## src/design/cpt_pkg.sv

```systemverilog
package cpt_pkg;

    localparam int MAX_VERTICES_DEF = 16;
    localparam int COORD_BITS_DEF   = 16;
    localparam int MIN_VERTICES     = 3;

    localparam int OP_W    = 2;
    localparam int INDEX_W = 4;
    localparam int COUNT_W = 5;
    localparam int PADDR_W = 3;
    localparam int PDATA_W = 32;

    localparam logic [OP_W-1:0] OP_CLEAR = 2'd0;
    localparam logic [OP_W-1:0] OP_LOAD  = 2'd1;
    localparam logic [OP_W-1:0] OP_QUERY = 2'd2;

    // register index, taken from paddr[2]
    localparam logic REG_VERTEX_COUNT = 1'b0;
    localparam logic REG_CLOSED_FLAG  = 1'b1;

    // sign of one cross product, flagged valid
    typedef struct packed {
        logic vld;
        logic neg;
        logic pos;
    } cpt_sign_t;

endpackage

```

## src/design/convex_polygon_point_test_core.sv

```systemverilog
// Point-in-convex-polygon test core.
// Input channel (s_valid/s_ready): one item per operation. Clear empties the
// bounding box, load writes vertex s_vertex_index and widens the box, query
// tests point (s_x_coord, s_y_coord). Clear and load give no result; s_ready
// stays high after them.
// Result channel (m_valid/m_ready): one item, m_inside_res, per query.
// A query that fails the closure, vertex-count or box check goes straight to
// the finish state and answers 0. Otherwise it walks the ring: n+1 vertex reads
// (n = vertex_count, capped at MAX_VERTICES) feed one shared cross-product
// unit, one product per cycle; the single read port of the vertex RAM sets
// that pace.
// s_ready is low while a query runs. A finished result sits in the output
// register; if the receiver stalls, the core holds the next query result and
// stays busy until the output register frees, while loads and clears are
// still taken next to a waiting result.
// APB port: vertex_count at 0x0, closed_flag at 0x4, pready always high.
// Reset (aresetn low, synchronous) clears the box, both registers, the
// sequencer and the output valid; vertex slots are undefined until loaded.
module convex_polygon_point_test_core #(
    parameter int MAX_VERTICES = cpt_pkg::MAX_VERTICES_DEF,
    parameter int COORD_BITS   = cpt_pkg::COORD_BITS_DEF
) (
    input  logic                          aclk,
    input  logic                          aresetn,
    // input items
    input  logic                          s_valid,
    output logic                          s_ready,
    input  logic [cpt_pkg::OP_W-1:0]      s_operation,
    input  logic [cpt_pkg::INDEX_W-1:0]   s_vertex_index,
    input  logic signed [COORD_BITS-1:0]  s_x_coord,
    input  logic signed [COORD_BITS-1:0]  s_y_coord,
    // result items
    output logic                          m_valid,
    input  logic                          m_ready,
    output logic                          m_inside_res,
    // configuration
    input  logic                          psel,
    input  logic                          penable,
    input  logic                          pwrite,
    input  logic [cpt_pkg::PADDR_W-1:0]   paddr,
    input  logic [cpt_pkg::PDATA_W-1:0]   pwdata,
    output logic [cpt_pkg::PDATA_W-1:0]   prdata,
    output logic                          pready
);
    import cpt_pkg::*;

    localparam int AW    = (MAX_VERTICES > 1) ? $clog2(MAX_VERTICES) : 1;
    localparam int CNT_W = $clog2(MAX_VERTICES + 1);
    localparam int NW    = (CNT_W > COUNT_W) ? CNT_W : COUNT_W;
    localparam int XW    = INDEX_W + AW;
    localparam int DW    = COORD_BITS + 1;

    localparam logic signed [COORD_BITS-1:0] CMAX = {1'b0, {(COORD_BITS-1){1'b1}}};
    localparam logic signed [COORD_BITS-1:0] CMIN = {1'b1, {(COORD_BITS-1){1'b0}}};

    typedef enum logic [1:0] {
        ST_IDLE,
        ST_WALK,
        ST_FINISH
    } state_t;

    function automatic logic opposite(input cpt_sign_t a, input cpt_sign_t b);
        return (a.neg && b.pos) || (a.pos && b.neg);
    endfunction

    // config registers
    logic [COUNT_W-1:0] vertex_count_reg;
    logic               closed_flag_reg;

    // box
    logic signed [COORD_BITS-1:0] box_min_x_reg, box_max_x_reg;
    logic signed [COORD_BITS-1:0] box_min_y_reg, box_max_y_reg;
    logic                         box_valid_reg;

    // sequencer
    state_t             state_reg;
    logic               m_valid_reg, m_inside_reg;
    logic [CNT_W-1:0]   iss_cnt_reg;
    logic               iss_done_reg;
    logic               rd_vld_reg, rd_first_reg;
    logic               pair_vld_reg;
    logic [CNT_W-1:0]   res_cnt_reg;
    logic               fail_reg;
    logic               res_reg;

    // payload
    logic signed [COORD_BITS-1:0] px_reg, py_reg;
    logic [CNT_W-1:0]             n_reg;
    logic signed [DW-1:0]         cur_dx_reg, cur_dy_reg, prev_dx_reg, prev_dy_reg;
    cpt_sign_t                    first_sign_reg, prev_sign_reg;

    logic                         s_acc, load_ok, reject;
    logic [XW-1:0]                idx_ext;
    logic [NW-1:0]                vc_ext;
    logic [CNT_W-1:0]             n_next;
    logic                         issue_en;
    logic [AW-1:0]                raddr;
    logic [2*COORD_BITS-1:0]      rdata;
    logic signed [COORD_BITS-1:0] rd_x, rd_y;
    logic signed [DW-1:0]         dx_next, dy_next;
    cpt_sign_t                    sgn;
    logic                         last_res, fail_next;

    assign s_ready      = (state_reg == ST_IDLE);
    assign s_acc        = s_valid && s_ready;
    assign m_valid      = m_valid_reg;
    assign m_inside_res = m_inside_reg;
    assign pready       = 1'b1;

    // ---------------- configuration port ----------------
    always_ff @(posedge aclk) begin
        if (!aresetn) begin
            vertex_count_reg <= '0;
            closed_flag_reg  <= 1'b0;
        end else if (psel && penable && pwrite) begin
            unique case (paddr[2])
                REG_VERTEX_COUNT: vertex_count_reg <= pwdata[COUNT_W-1:0];
                REG_CLOSED_FLAG:  closed_flag_reg  <= pwdata[0];
                default: ;
            endcase
        end
    end

    always_comb begin
        unique case (paddr[2])
            REG_VERTEX_COUNT: prdata = PDATA_W'(vertex_count_reg);
            REG_CLOSED_FLAG:  prdata = PDATA_W'(closed_flag_reg);
            default:          prdata = '0;
        endcase
    end

    // ---------------- load path and box ----------------
    assign idx_ext = XW'(s_vertex_index);
    assign load_ok = s_acc && (s_operation == OP_LOAD) && (idx_ext < XW'(MAX_VERTICES));

    always_ff @(posedge aclk) begin
        if (!aresetn) begin
            box_min_x_reg <= CMAX;
            box_min_y_reg <= CMAX;
            box_max_x_reg <= CMIN;
            box_max_y_reg <= CMIN;
            box_valid_reg <= 1'b0;
        end else if (s_acc && (s_operation == OP_CLEAR)) begin
            box_min_x_reg <= CMAX;
            box_min_y_reg <= CMAX;
            box_max_x_reg <= CMIN;
            box_max_y_reg <= CMIN;
            box_valid_reg <= 1'b0;
        end else if (load_ok) begin
            if (s_x_coord < box_min_x_reg) box_min_x_reg <= s_x_coord;
            if (s_x_coord > box_max_x_reg) box_max_x_reg <= s_x_coord;
            if (s_y_coord < box_min_y_reg) box_min_y_reg <= s_y_coord;
            if (s_y_coord > box_max_y_reg) box_max_y_reg <= s_y_coord;
            box_valid_reg <= 1'b1;
        end
    end

    // vertex store, x in the upper half
    cpt_ram #(
        .WIDTH(2 * COORD_BITS),
        .DEPTH(MAX_VERTICES)
    ) u_store (
        .aclk (aclk),
        .we   (load_ok),
        .waddr(idx_ext[AW-1:0]),
        .wdata({s_x_coord, s_y_coord}),
        .raddr(raddr),
        .rdata(rdata)
    );

    // ---------------- query setup ----------------
    assign vc_ext = NW'(vertex_count_reg);
    assign n_next = (vc_ext > NW'(MAX_VERTICES)) ? CNT_W'(MAX_VERTICES) : vc_ext[CNT_W-1:0];

    assign reject = !closed_flag_reg || (n_next < CNT_W'(MIN_VERTICES)) || !box_valid_reg ||
                    (s_x_coord < box_min_x_reg) || (s_x_coord > box_max_x_reg) ||
                    (s_y_coord < box_min_y_reg) || (s_y_coord > box_max_y_reg);

    // ---------------- ring walk ----------------
    // reads 0..n-1 then 0 again to close the ring
    assign issue_en = (state_reg == ST_WALK) && !iss_done_reg;
    assign raddr    = (iss_cnt_reg == n_reg) ? '0 : iss_cnt_reg[AW-1:0];

    assign rd_x    = rdata[2*COORD_BITS-1:COORD_BITS];
    assign rd_y    = rdata[COORD_BITS-1:0];
    assign dx_next = {rd_x[COORD_BITS-1], rd_x} - {px_reg[COORD_BITS-1], px_reg};
    assign dy_next = {rd_y[COORD_BITS-1], rd_y} - {py_reg[COORD_BITS-1], py_reg};

    cpt_cross_unit #(
        .DW(DW)
    ) u_cross (
        .aclk    (aclk),
        .aresetn (aresetn),
        .in_vld  (pair_vld_reg),
        .ax      (prev_dx_reg),
        .ay      (prev_dy_reg),
        .bx      (cur_dx_reg),
        .by      (cur_dy_reg),
        .sign_out(sgn)
    );

    assign last_res  = (res_cnt_reg == n_reg - CNT_W'(1));
    assign fail_next = fail_reg ||
                       ((res_cnt_reg != '0) && opposite(prev_sign_reg, sgn)) ||
                       (last_res && opposite(sgn, first_sign_reg));

    // ---------------- sequencer ----------------
    always_ff @(posedge aclk) begin
        if (!aresetn) begin
            state_reg    <= ST_IDLE;
            m_valid_reg  <= 1'b0;
            m_inside_reg <= 1'b0;
            iss_done_reg <= 1'b0;
            iss_cnt_reg  <= '0;
            rd_vld_reg   <= 1'b0;
            rd_first_reg <= 1'b0;
            pair_vld_reg <= 1'b0;
            res_cnt_reg  <= '0;
            fail_reg     <= 1'b0;
            res_reg      <= 1'b0;
        end else begin
            // in ST_FINISH the output register is handled below
            if (m_valid_reg && m_ready && (state_reg != ST_FINISH)) begin
                m_valid_reg <= 1'b0;
            end

            rd_vld_reg   <= issue_en;
            rd_first_reg <= issue_en && (iss_cnt_reg == '0);
            pair_vld_reg <= rd_vld_reg && !rd_first_reg;

            if (issue_en) begin
                if (iss_cnt_reg == n_reg) begin
                    iss_done_reg <= 1'b1;
                end else begin
                    iss_cnt_reg <= iss_cnt_reg + CNT_W'(1);
                end
            end

            unique case (state_reg)
                ST_IDLE: begin
                    if (s_acc && (s_operation == OP_QUERY)) begin
                        iss_cnt_reg  <= '0;
                        iss_done_reg <= 1'b0;
                        res_cnt_reg  <= '0;
                        fail_reg     <= 1'b0;
                        if (reject) begin
                            res_reg   <= 1'b0;
                            state_reg <= ST_FINISH;
                        end else begin
                            state_reg <= ST_WALK;
                        end
                    end
                end
                ST_WALK: begin
                    if (sgn.vld) begin
                        fail_reg    <= fail_next;
                        res_cnt_reg <= res_cnt_reg + CNT_W'(1);
                        if (last_res) begin
                            res_reg   <= !fail_next;
                            state_reg <= ST_FINISH;
                        end
                    end
                end
                ST_FINISH: begin
                    if (!m_valid_reg || m_ready) begin
                        m_valid_reg  <= 1'b1;
                        m_inside_reg <= res_reg;
                        state_reg    <= ST_IDLE;
                    end
                end
                default: state_reg <= ST_IDLE;
            endcase
        end
    end

    // datapath registers, no reset needed
    always_ff @(posedge aclk) begin
        if (s_acc && (s_operation == OP_QUERY)) begin
            px_reg <= s_x_coord;
            py_reg <= s_y_coord;
            n_reg  <= n_next;
        end
        if (rd_vld_reg) begin
            cur_dx_reg  <= dx_next;
            cur_dy_reg  <= dy_next;
            prev_dx_reg <= cur_dx_reg;
            prev_dy_reg <= cur_dy_reg;
        end
        if (sgn.vld) begin
            prev_sign_reg <= sgn;
            if (res_cnt_reg == '0) begin
                first_sign_reg <= sgn;
            end
        end
    end

endmodule

```

## src/design/cpt_ram.sv

```systemverilog
module cpt_ram #(
    parameter int WIDTH = 32,
    parameter int DEPTH = 16
) (
    input  logic                                      aclk,
    input  logic                                      we,
    input  logic [((DEPTH > 1) ? $clog2(DEPTH) : 1)-1:0] waddr,
    input  logic [WIDTH-1:0]                          wdata,
    input  logic [((DEPTH > 1) ? $clog2(DEPTH) : 1)-1:0] raddr,
    output logic [WIDTH-1:0]                          rdata
);

    logic [WIDTH-1:0] mem_reg [DEPTH];

    always_ff @(posedge aclk) begin
        if (we) begin
            mem_reg[waddr] <= wdata;
        end
        rdata <= mem_reg[raddr];
    end

endmodule

```

## src/design/cpt_cross_unit.sv

```systemverilog
// Two-stage cross product: products, then difference and sign.
module cpt_cross_unit #(
    parameter int DW = 17
) (
    input  logic                 aclk,
    input  logic                 aresetn,
    input  logic                 in_vld,
    input  logic signed [DW-1:0] ax,
    input  logic signed [DW-1:0] ay,
    input  logic signed [DW-1:0] bx,
    input  logic signed [DW-1:0] by,
    output cpt_pkg::cpt_sign_t   sign_out
);
    import cpt_pkg::*;

    localparam int PW = 2 * DW;

    logic signed [PW-1:0] p1_reg, p2_reg;
    logic                 vld1_reg;
    logic signed [PW:0]   diff;
    logic                 vld2_reg, neg_reg, pos_reg;

    assign diff = {p1_reg[PW-1], p1_reg} - {p2_reg[PW-1], p2_reg};

    always_ff @(posedge aclk) begin
        if (!aresetn) begin
            vld1_reg <= 1'b0;
            vld2_reg <= 1'b0;
        end else begin
            vld1_reg <= in_vld;
            vld2_reg <= vld1_reg;
        end
    end

    always_ff @(posedge aclk) begin
        p1_reg  <= ax * by;
        p2_reg  <= ay * bx;
        neg_reg <= diff[PW];
        pos_reg <= !diff[PW] && (diff != '0);
    end

    assign sign_out = '{vld: vld2_reg, neg: neg_reg, pos: pos_reg};

endmodule

```

## config.mk

```make
export PLATFORM = sky130hd
export DESIGN_NAME = convex_polygon_point_test_core
export DESIGN_NICKNAME = d
export VERILOG_FILES = /design/src/design/cpt_pkg.sv /design/src/design/convex_polygon_point_test_core.sv /design/src/design/cpt_ram.sv /design/src/design/cpt_cross_unit.sv
export SDC_FILE = /design/constraint.sdc
export NUM_CORES = 2
export LEC_CHECK = 0
export ABC_AREA = 0
export BUFFER_PORTS_ARGS = -buffer_cell sky130_fd_sc_hd__buf_2
export CELL_PAD_IN_SITES_DETAIL_PLACEMENT = 0
export CELL_PAD_IN_SITES_GLOBAL_PLACEMENT = 1
export CORE_UTILIZATION = 50
export CTS_BUF_LIST = sky130_fd_sc_hd__clkbuf_4
export CTS_CLUSTER_DIAMETER = 120
export DETAILED_ROUTE_END_ITERATION = 10
export GPL_TIMING_DRIVEN = 0
export PLACE_DENSITY = 0.83
export SYNTH_ARGS = -nofsm -noshare
export SYNTH_HDL_FRONTEND = slang
export SYNTH_SLANG_ARGS = --single-unit
```

## constraint.sdc

```tcl
create_clock -name aclk -period 17.1 [get_ports aclk]
set_clock_uncertainty 0.05 [all_clocks]
set_input_delay 3.42 -clock aclk [delete_from_list [all_inputs] [get_ports aclk]]
set_output_delay 3.42 -clock aclk [all_outputs]
set_load 0.01 [all_outputs]
```

==> metrics list <==
* Largest register FFs: 512
- The final route contains 35,100 vias.
- Post-route cell area: 0.0609 mm2
- Summed over all nets, the half-perimeter wirelength after detailed placement is 98.0 mm.
- Sequential cell area fraction in the yosys report: 40.7%
- For this run, design rule violations remaining after detail routing come to 0.
- Register area: 0.0226 mm2
* Power density over the cells: 64.5 mW/mm2
* Final cell count without fillers: 6,587
- Cells fill 55.7% of the core in the end.
- Startpoint Class: register
* Start point of the critical path: cur_dx_reg[8]$_DFFE_PP_
- Number of vias per cell: 5.33
- Initial Utilization: 50.7%
- Area growth from synthesis to final layout: 9.95%
- Via count of the first global-routing pass: 37,300
* Startpoint of the tightest hold check path: rd_first_reg$_SDFF_PN0_
* Overall routed net length: 129 mm
- Headroom to the max-slew limit came out at 19.7%.
- The clock tree synthesis step divided the H-tree into 4 levels.
- The worst register-to-register path ends at u_cross.p2_reg[33]$_DFF_P_.
* Combinational family with the most area after synthesis: adder cells
* Max Cap Violations: 0
- Of all nets on the critical path, the largest fanout is 10.
- The setup check on the worst reg-to-reg path leaves a slack of 9270 ps.
- The path class of the tightest hold or removal check is register to register.
- Peak Freq: 0.128 GHz
- Total design power: 3.92 mW
- Cells resized by post-CTS repair: 0
- Number of iterations in the first detailed-routing pass: 5
- Critical Path Slowest Stage Cell: sky130_fd_sc_hd__clkbuf_1
* WL per Instance: 19.5 um
* Crit path max-delay family: adder cells
- Cell count of the worst hold path: 1
* Multi-input logic area: 0.0293 mm2
* Maximum buffer depth of the clock tree: 3
* Number of antenna violations at the first check in global routing: 6
- Number of nets still failing antenna checks after routing: 0
- The tightest hold path in the finished design has a slack of 314 ps.
- Of the total synthesized cell area, the portion taken by AND, OR, NAND and NOR gates is 10.6%.
- The critical path contains buffers and inverters numbering 7 combined.
- Core Area: 0.109 mm2
- The first global-routing pass estimated 205 mm of wire.
- The detailed router finished its first iteration with 2,247 violations.
- Timing analysis after detailed placement gives a worst setup slack of 9400 ps.
- Setup TNS: 0 ps
- The number of setup buffers added after CTS is 0.
- For the worst flop-to-flop path, the logic depth is 26.
* Die boundary width: 335 um
- Outcome: finished, final reports clean
- After Yosys synthesis, XOR and XNOR cells account for 1.83% of the synthesized area.
* IO buf count: 58
* Maximum number of pins on one net before global-route repair: 70
- Post-Syn Instances: 4,622
* Total global routing overflow: 0
* Clk slew on worst S/H paths: 70 ps
- In the synthesized netlist the async set-or-reset flop fraction comes to 0%.
- Type of element capturing the critical path: register
- The worst-case IR drop observed on VDD is 57.4 uV.
- Leakage component of the power: 26.3 nW
* Min cycle time layout: 7830 ps
- Arrival time at the worst endpoint: 8740 ps
* Setup repair after global routing missed its margin: no
- Dividing the synthesized area by the synthesized cell count gives 12.0 um2.
- The floorplan step set the die height to 335 um.
- The critical path crosses 26 cells after its start point.
* Total number of yosys warnings: 0
- At the pin with the least slew margin, the transition time is 1190 ps.
* Fillers: 9,286
- In this run, synthesis produced a sequential element count of 816.
- Adder and majority gate portion of the synthesized area: 28.4%
- Count of endpoints failing setup in the final report: 0
- At the end of the flow, the number of nets in the layout was 5,915.
* Fraction of layout instances using a drive strength above 1: 12.0%
- The tree is rooted in a sky130_fd_sc_hd__clkbuf_4.
- TritonCTS built the clock tree.
* Setup CP Type: register to register
* Count of flip-flops with a built-in enable after synthesis: 621
- Measured against the total synthesized area, the mux share comes to 6.29%.
* Row cnt: 121
- Final Max Tran Viols: 0
- Pin placement for this block handled 116 I/O pins.
- Dividing the final minimum period by the clock period gives 45.8%.
- At the end of routability-driven placement, the weighted congestion stood at 0.907.
- The number of placed instances, taps included, is 6,207.
* Post-synthesis cell type count: 82
* Number of buffers inserted during clock tree synthesis: 203
* Final-report hold violation count: 0
- Most used flip-flop cell after synthesis: sky130_fd_sc_hd__edfxtp_1
- Most repeated library cell on the critical path: sky130_fd_sc_hd__fa_1
- Largest stage delay on the critical path: 580 ps
* Global routing usage summed across all routing layers: 23.8%
* Critical register-to-register path startpoint: cur_dx_reg[8]$_DFFE_PP_
* Worst-skew pair later-pin latency: 1130 ps
- Summing the areas of all compound-gate instances in the mapped netlist gives 5.41% of the synthesized area.
* Worst Hold Endpoint: pair_vld_reg$_SDFF_PN0_
- CTS Hold Buffers Added: 0
- CP required: 18,010 ps
* Area of the die: 0.112 mm2
- # clock sinks: 816
* Post-detailed-placement cell area: 0.0582 mm2
* Least setup slack across all paths after layout: 9270 ps
- Post-synthesis cell area: 0.0554 mm2
-- kinds of logic (layout without fill, tap and decap cells) --
family / Yosys count / count (layout)
AOI/OAI and AO/OA: 451 / 451
xor gates and xnor gates: 116 / 116
adders and majority gates: 899 / 899
buffers and inverters: 966 / 1423
DFF: 816 / 816
muxes: 188 / 188
other: 2 / 34
and+or+nand+nor: 1184 / 1184
-- worst reg2reg max path, stage by stage, from the launching register on --
cell and delay, ps:
sky130_fd_sc_hd__edfxtp_1 430, sky130_fd_sc_hd__clkbuf_1 580, sky130_fd_sc_hd__clkbuf_1 500, sky130_fd_sc_hd__nand2_1 160, sky130_fd_sc_hd__fa_1 560, sky130_fd_sc_hd__inv_1 50, sky130_fd_sc_hd__fa_1 500, sky130_fd_sc_hd__inv_1 60
sky130_fd_sc_hd__fa_1 530, sky130_fd_sc_hd__inv_1 50, sky130_fd_sc_hd__fa_1 380, sky130_fd_sc_hd__fa_1 510, sky130_fd_sc_hd__inv_1 50, sky130_fd_sc_hd__fa_1 470, sky130_fd_sc_hd__inv_1 70, sky130_fd_sc_hd__ha_1 330
sky130_fd_sc_hd__a21o_1 190, sky130_fd_sc_hd__a21oi_1 150, sky130_fd_sc_hd__o21ai_0 140, sky130_fd_sc_hd__o31a_1 280, sky130_fd_sc_hd__a2111o_1 420, sky130_fd_sc_hd__nand2_1 80, sky130_fd_sc_hd__o21ai_1 100, sky130_fd_sc_hd__o21ai_1 260
sky130_fd_sc_hd__a21oi_1 180, sky130_fd_sc_hd__and4_1 240, sky130_fd_sc_hd__nor3_1 380
-- worst max path at each step --
stage                                                   to  slack, ps
after floorplan                                  prdata[0]       9870
after global placement    u_store.mem_reg[2][28]$_DFFE_PP_       7590
after detailed placement        u_cross.p2_reg[33]$_DFF_P_       9400
after CTS                       u_cross.p2_reg[33]$_DFF_P_       9390
after global routing            u_cross.p2_reg[33]$_DFF_P_       9020
final                           u_cross.p2_reg[33]$_DFF_P_       9270
-- where the power goes --
group	leakage, nW	switching, mW	total (mW)	internal [mW]
Sequential	7.21	0.00430	2.14	2.14
Clock	1.57	0.815	1.67	0.850
Combinational	17.5	0.0769	0.116	0.0392
Total	26.3	0.897	3.92	3.03
-- final cells by class --
class,count,share of cell area [%]
Clock inverter,79,0.793
Timing Repair Buffer,83,1.21
Multi-Input combinational cell,2866,48.1
Clock buffer,295,3.64
Inverter,788,4.86
Antenna cell,6,0.0247
Sequential cell,816,37.0
Buffer,178,1.33
Tap cell,1476,3.03
-- layer usage --
metal	up-vias	GRT usage [%]	share of wire, %
li1	16100	-	-
met1	17600	30.3	41
met2	1231	41.2	50
met3	236	3.65	6.5
met4	4	8.66	2.7
met5	-	0	0.023
-- Yosys cell counts (13+ instances only) --
| library cell | number | share of area [%] |
|---|---|---|
| sky130_fd_sc_hd__a211oi_1 | 40 | 0.54 |
| sky130_fd_sc_hd__a21o_1 | 49 | 0.66 |
| sky130_fd_sc_hd__a21oi_1 | 104 | 0.94 |
| sky130_fd_sc_hd__a31oi_1 | 41 | 0.46 |
| sky130_fd_sc_hd__and2_1 | 327 | 3.7 |
| sky130_fd_sc_hd__and3_1 | 13 | 0.15 |
| sky130_fd_sc_hd__buf_2 | 16 | 0.14 |
| sky130_fd_sc_hd__buf_4 | 32 | 0.43 |
| sky130_fd_sc_hd__clkbuf_1 | 127 | 0.86 |
| sky130_fd_sc_hd__dfxtp_1 | 195 | 7.0 |
| sky130_fd_sc_hd__edfxtp_1 | 621 | 34 |
| sky130_fd_sc_hd__fa_1 | 595 | 22 |
| sky130_fd_sc_hd__ha_1 | 304 | 6.9 |
| sky130_fd_sc_hd__inv_1 | 788 | 5.3 |
| sky130_fd_sc_hd__mux2i_1 | 58 | 1.0 |
| sky130_fd_sc_hd__mux4_2 | 128 | 5.2 |
| sky130_fd_sc_hd__nand2_1 | 415 | 2.8 |
| sky130_fd_sc_hd__nand2b_1 | 46 | 0.52 |
| sky130_fd_sc_hd__nand3_1 | 55 | 0.50 |
| sky130_fd_sc_hd__nand4_1 | 27 | 0.30 |
| sky130_fd_sc_hd__nor2_1 | 178 | 1.2 |
| sky130_fd_sc_hd__nor2b_1 | 37 | 0.42 |
| sky130_fd_sc_hd__nor3_1 | 37 | 0.33 |
| sky130_fd_sc_hd__o21a_1 | 26 | 0.35 |
| sky130_fd_sc_hd__o21ai_0 | 87 | 0.79 |
| sky130_fd_sc_hd__xnor2_1 | 95 | 1.5 |
| sky130_fd_sc_hd__xor2_1 | 21 | 0.33 |
-- placed cells by master, fill, tap and decap left out, types with 7 or more instances in the layout --
cell | Yosys | routed
sky130_fd_sc_hd__nor2_1 | 178 | 166
sky130_fd_sc_hd__o21bai_1 | 9 | 9
sky130_fd_sc_hd__a31oi_1 | 41 | 41
sky130_fd_sc_hd__edfxtp_1 | 621 | 621
sky130_fd_sc_hd__inv_1 | 788 | 787
sky130_fd_sc_hd__and2_1 | 327 | 327
sky130_fd_sc_hd__ha_1 | 304 | 304
sky130_fd_sc_hd__mux4_2 | 128 | 128
sky130_fd_sc_hd__nor3b_1 | 7 | 7
sky130_fd_sc_hd__a21boi_0 | 8 | 8
sky130_fd_sc_hd__nand4_1 | 27 | 27
sky130_fd_sc_hd__nor3_1 | 37 | 33
sky130_fd_sc_hd__conb_1 | 2 | 28
sky130_fd_sc_hd__nand3_1 | 55 | 55
sky130_fd_sc_hd__fa_1 | 595 | 595
sky130_fd_sc_hd__nor2_4 | 0 | 12
sky130_fd_sc_hd__mux2i_1 | 58 | 58
sky130_fd_sc_hd__clkbuf_4 | 0 | 295
sky130_fd_sc_hd__nor4_1 | 10 | 10
sky130_fd_sc_hd__buf_16 | 0 | 7
sky130_fd_sc_hd__buf_2 | 16 | 74
sky130_fd_sc_hd__or3_1 | 10 | 10
sky130_fd_sc_hd__nor2b_1 | 37 | 37
sky130_fd_sc_hd__xor2_1 | 21 | 21
sky130_fd_sc_hd__dfxtp_1 | 195 | 194
sky130_fd_sc_hd__o21a_1 | 26 | 26
sky130_fd_sc_hd__a211o_1 | 7 | 7
sky130_fd_sc_hd__clkinv_1 | 0 | 58
sky130_fd_sc_hd__a21oi_1 | 104 | 104
sky130_fd_sc_hd__clkbuf_1 | 127 | 127
sky130_fd_sc_hd__buf_4 | 32 | 35
sky130_fd_sc_hd__o21ai_0 | 87 | 87
sky130_fd_sc_hd__o211ai_1 | 9 | 9
sky130_fd_sc_hd__and3_1 | 13 | 13
sky130_fd_sc_hd__nand2_1 | 415 | 415
sky130_fd_sc_hd__a211oi_1 | 40 | 40
sky130_fd_sc_hd__nand2b_1 | 46 | 46
sky130_fd_sc_hd__xnor2_1 | 95 | 95
sky130_fd_sc_hd__a21o_1 | 49 | 49
Note: power is estimated with default switching activity, not from simulation.
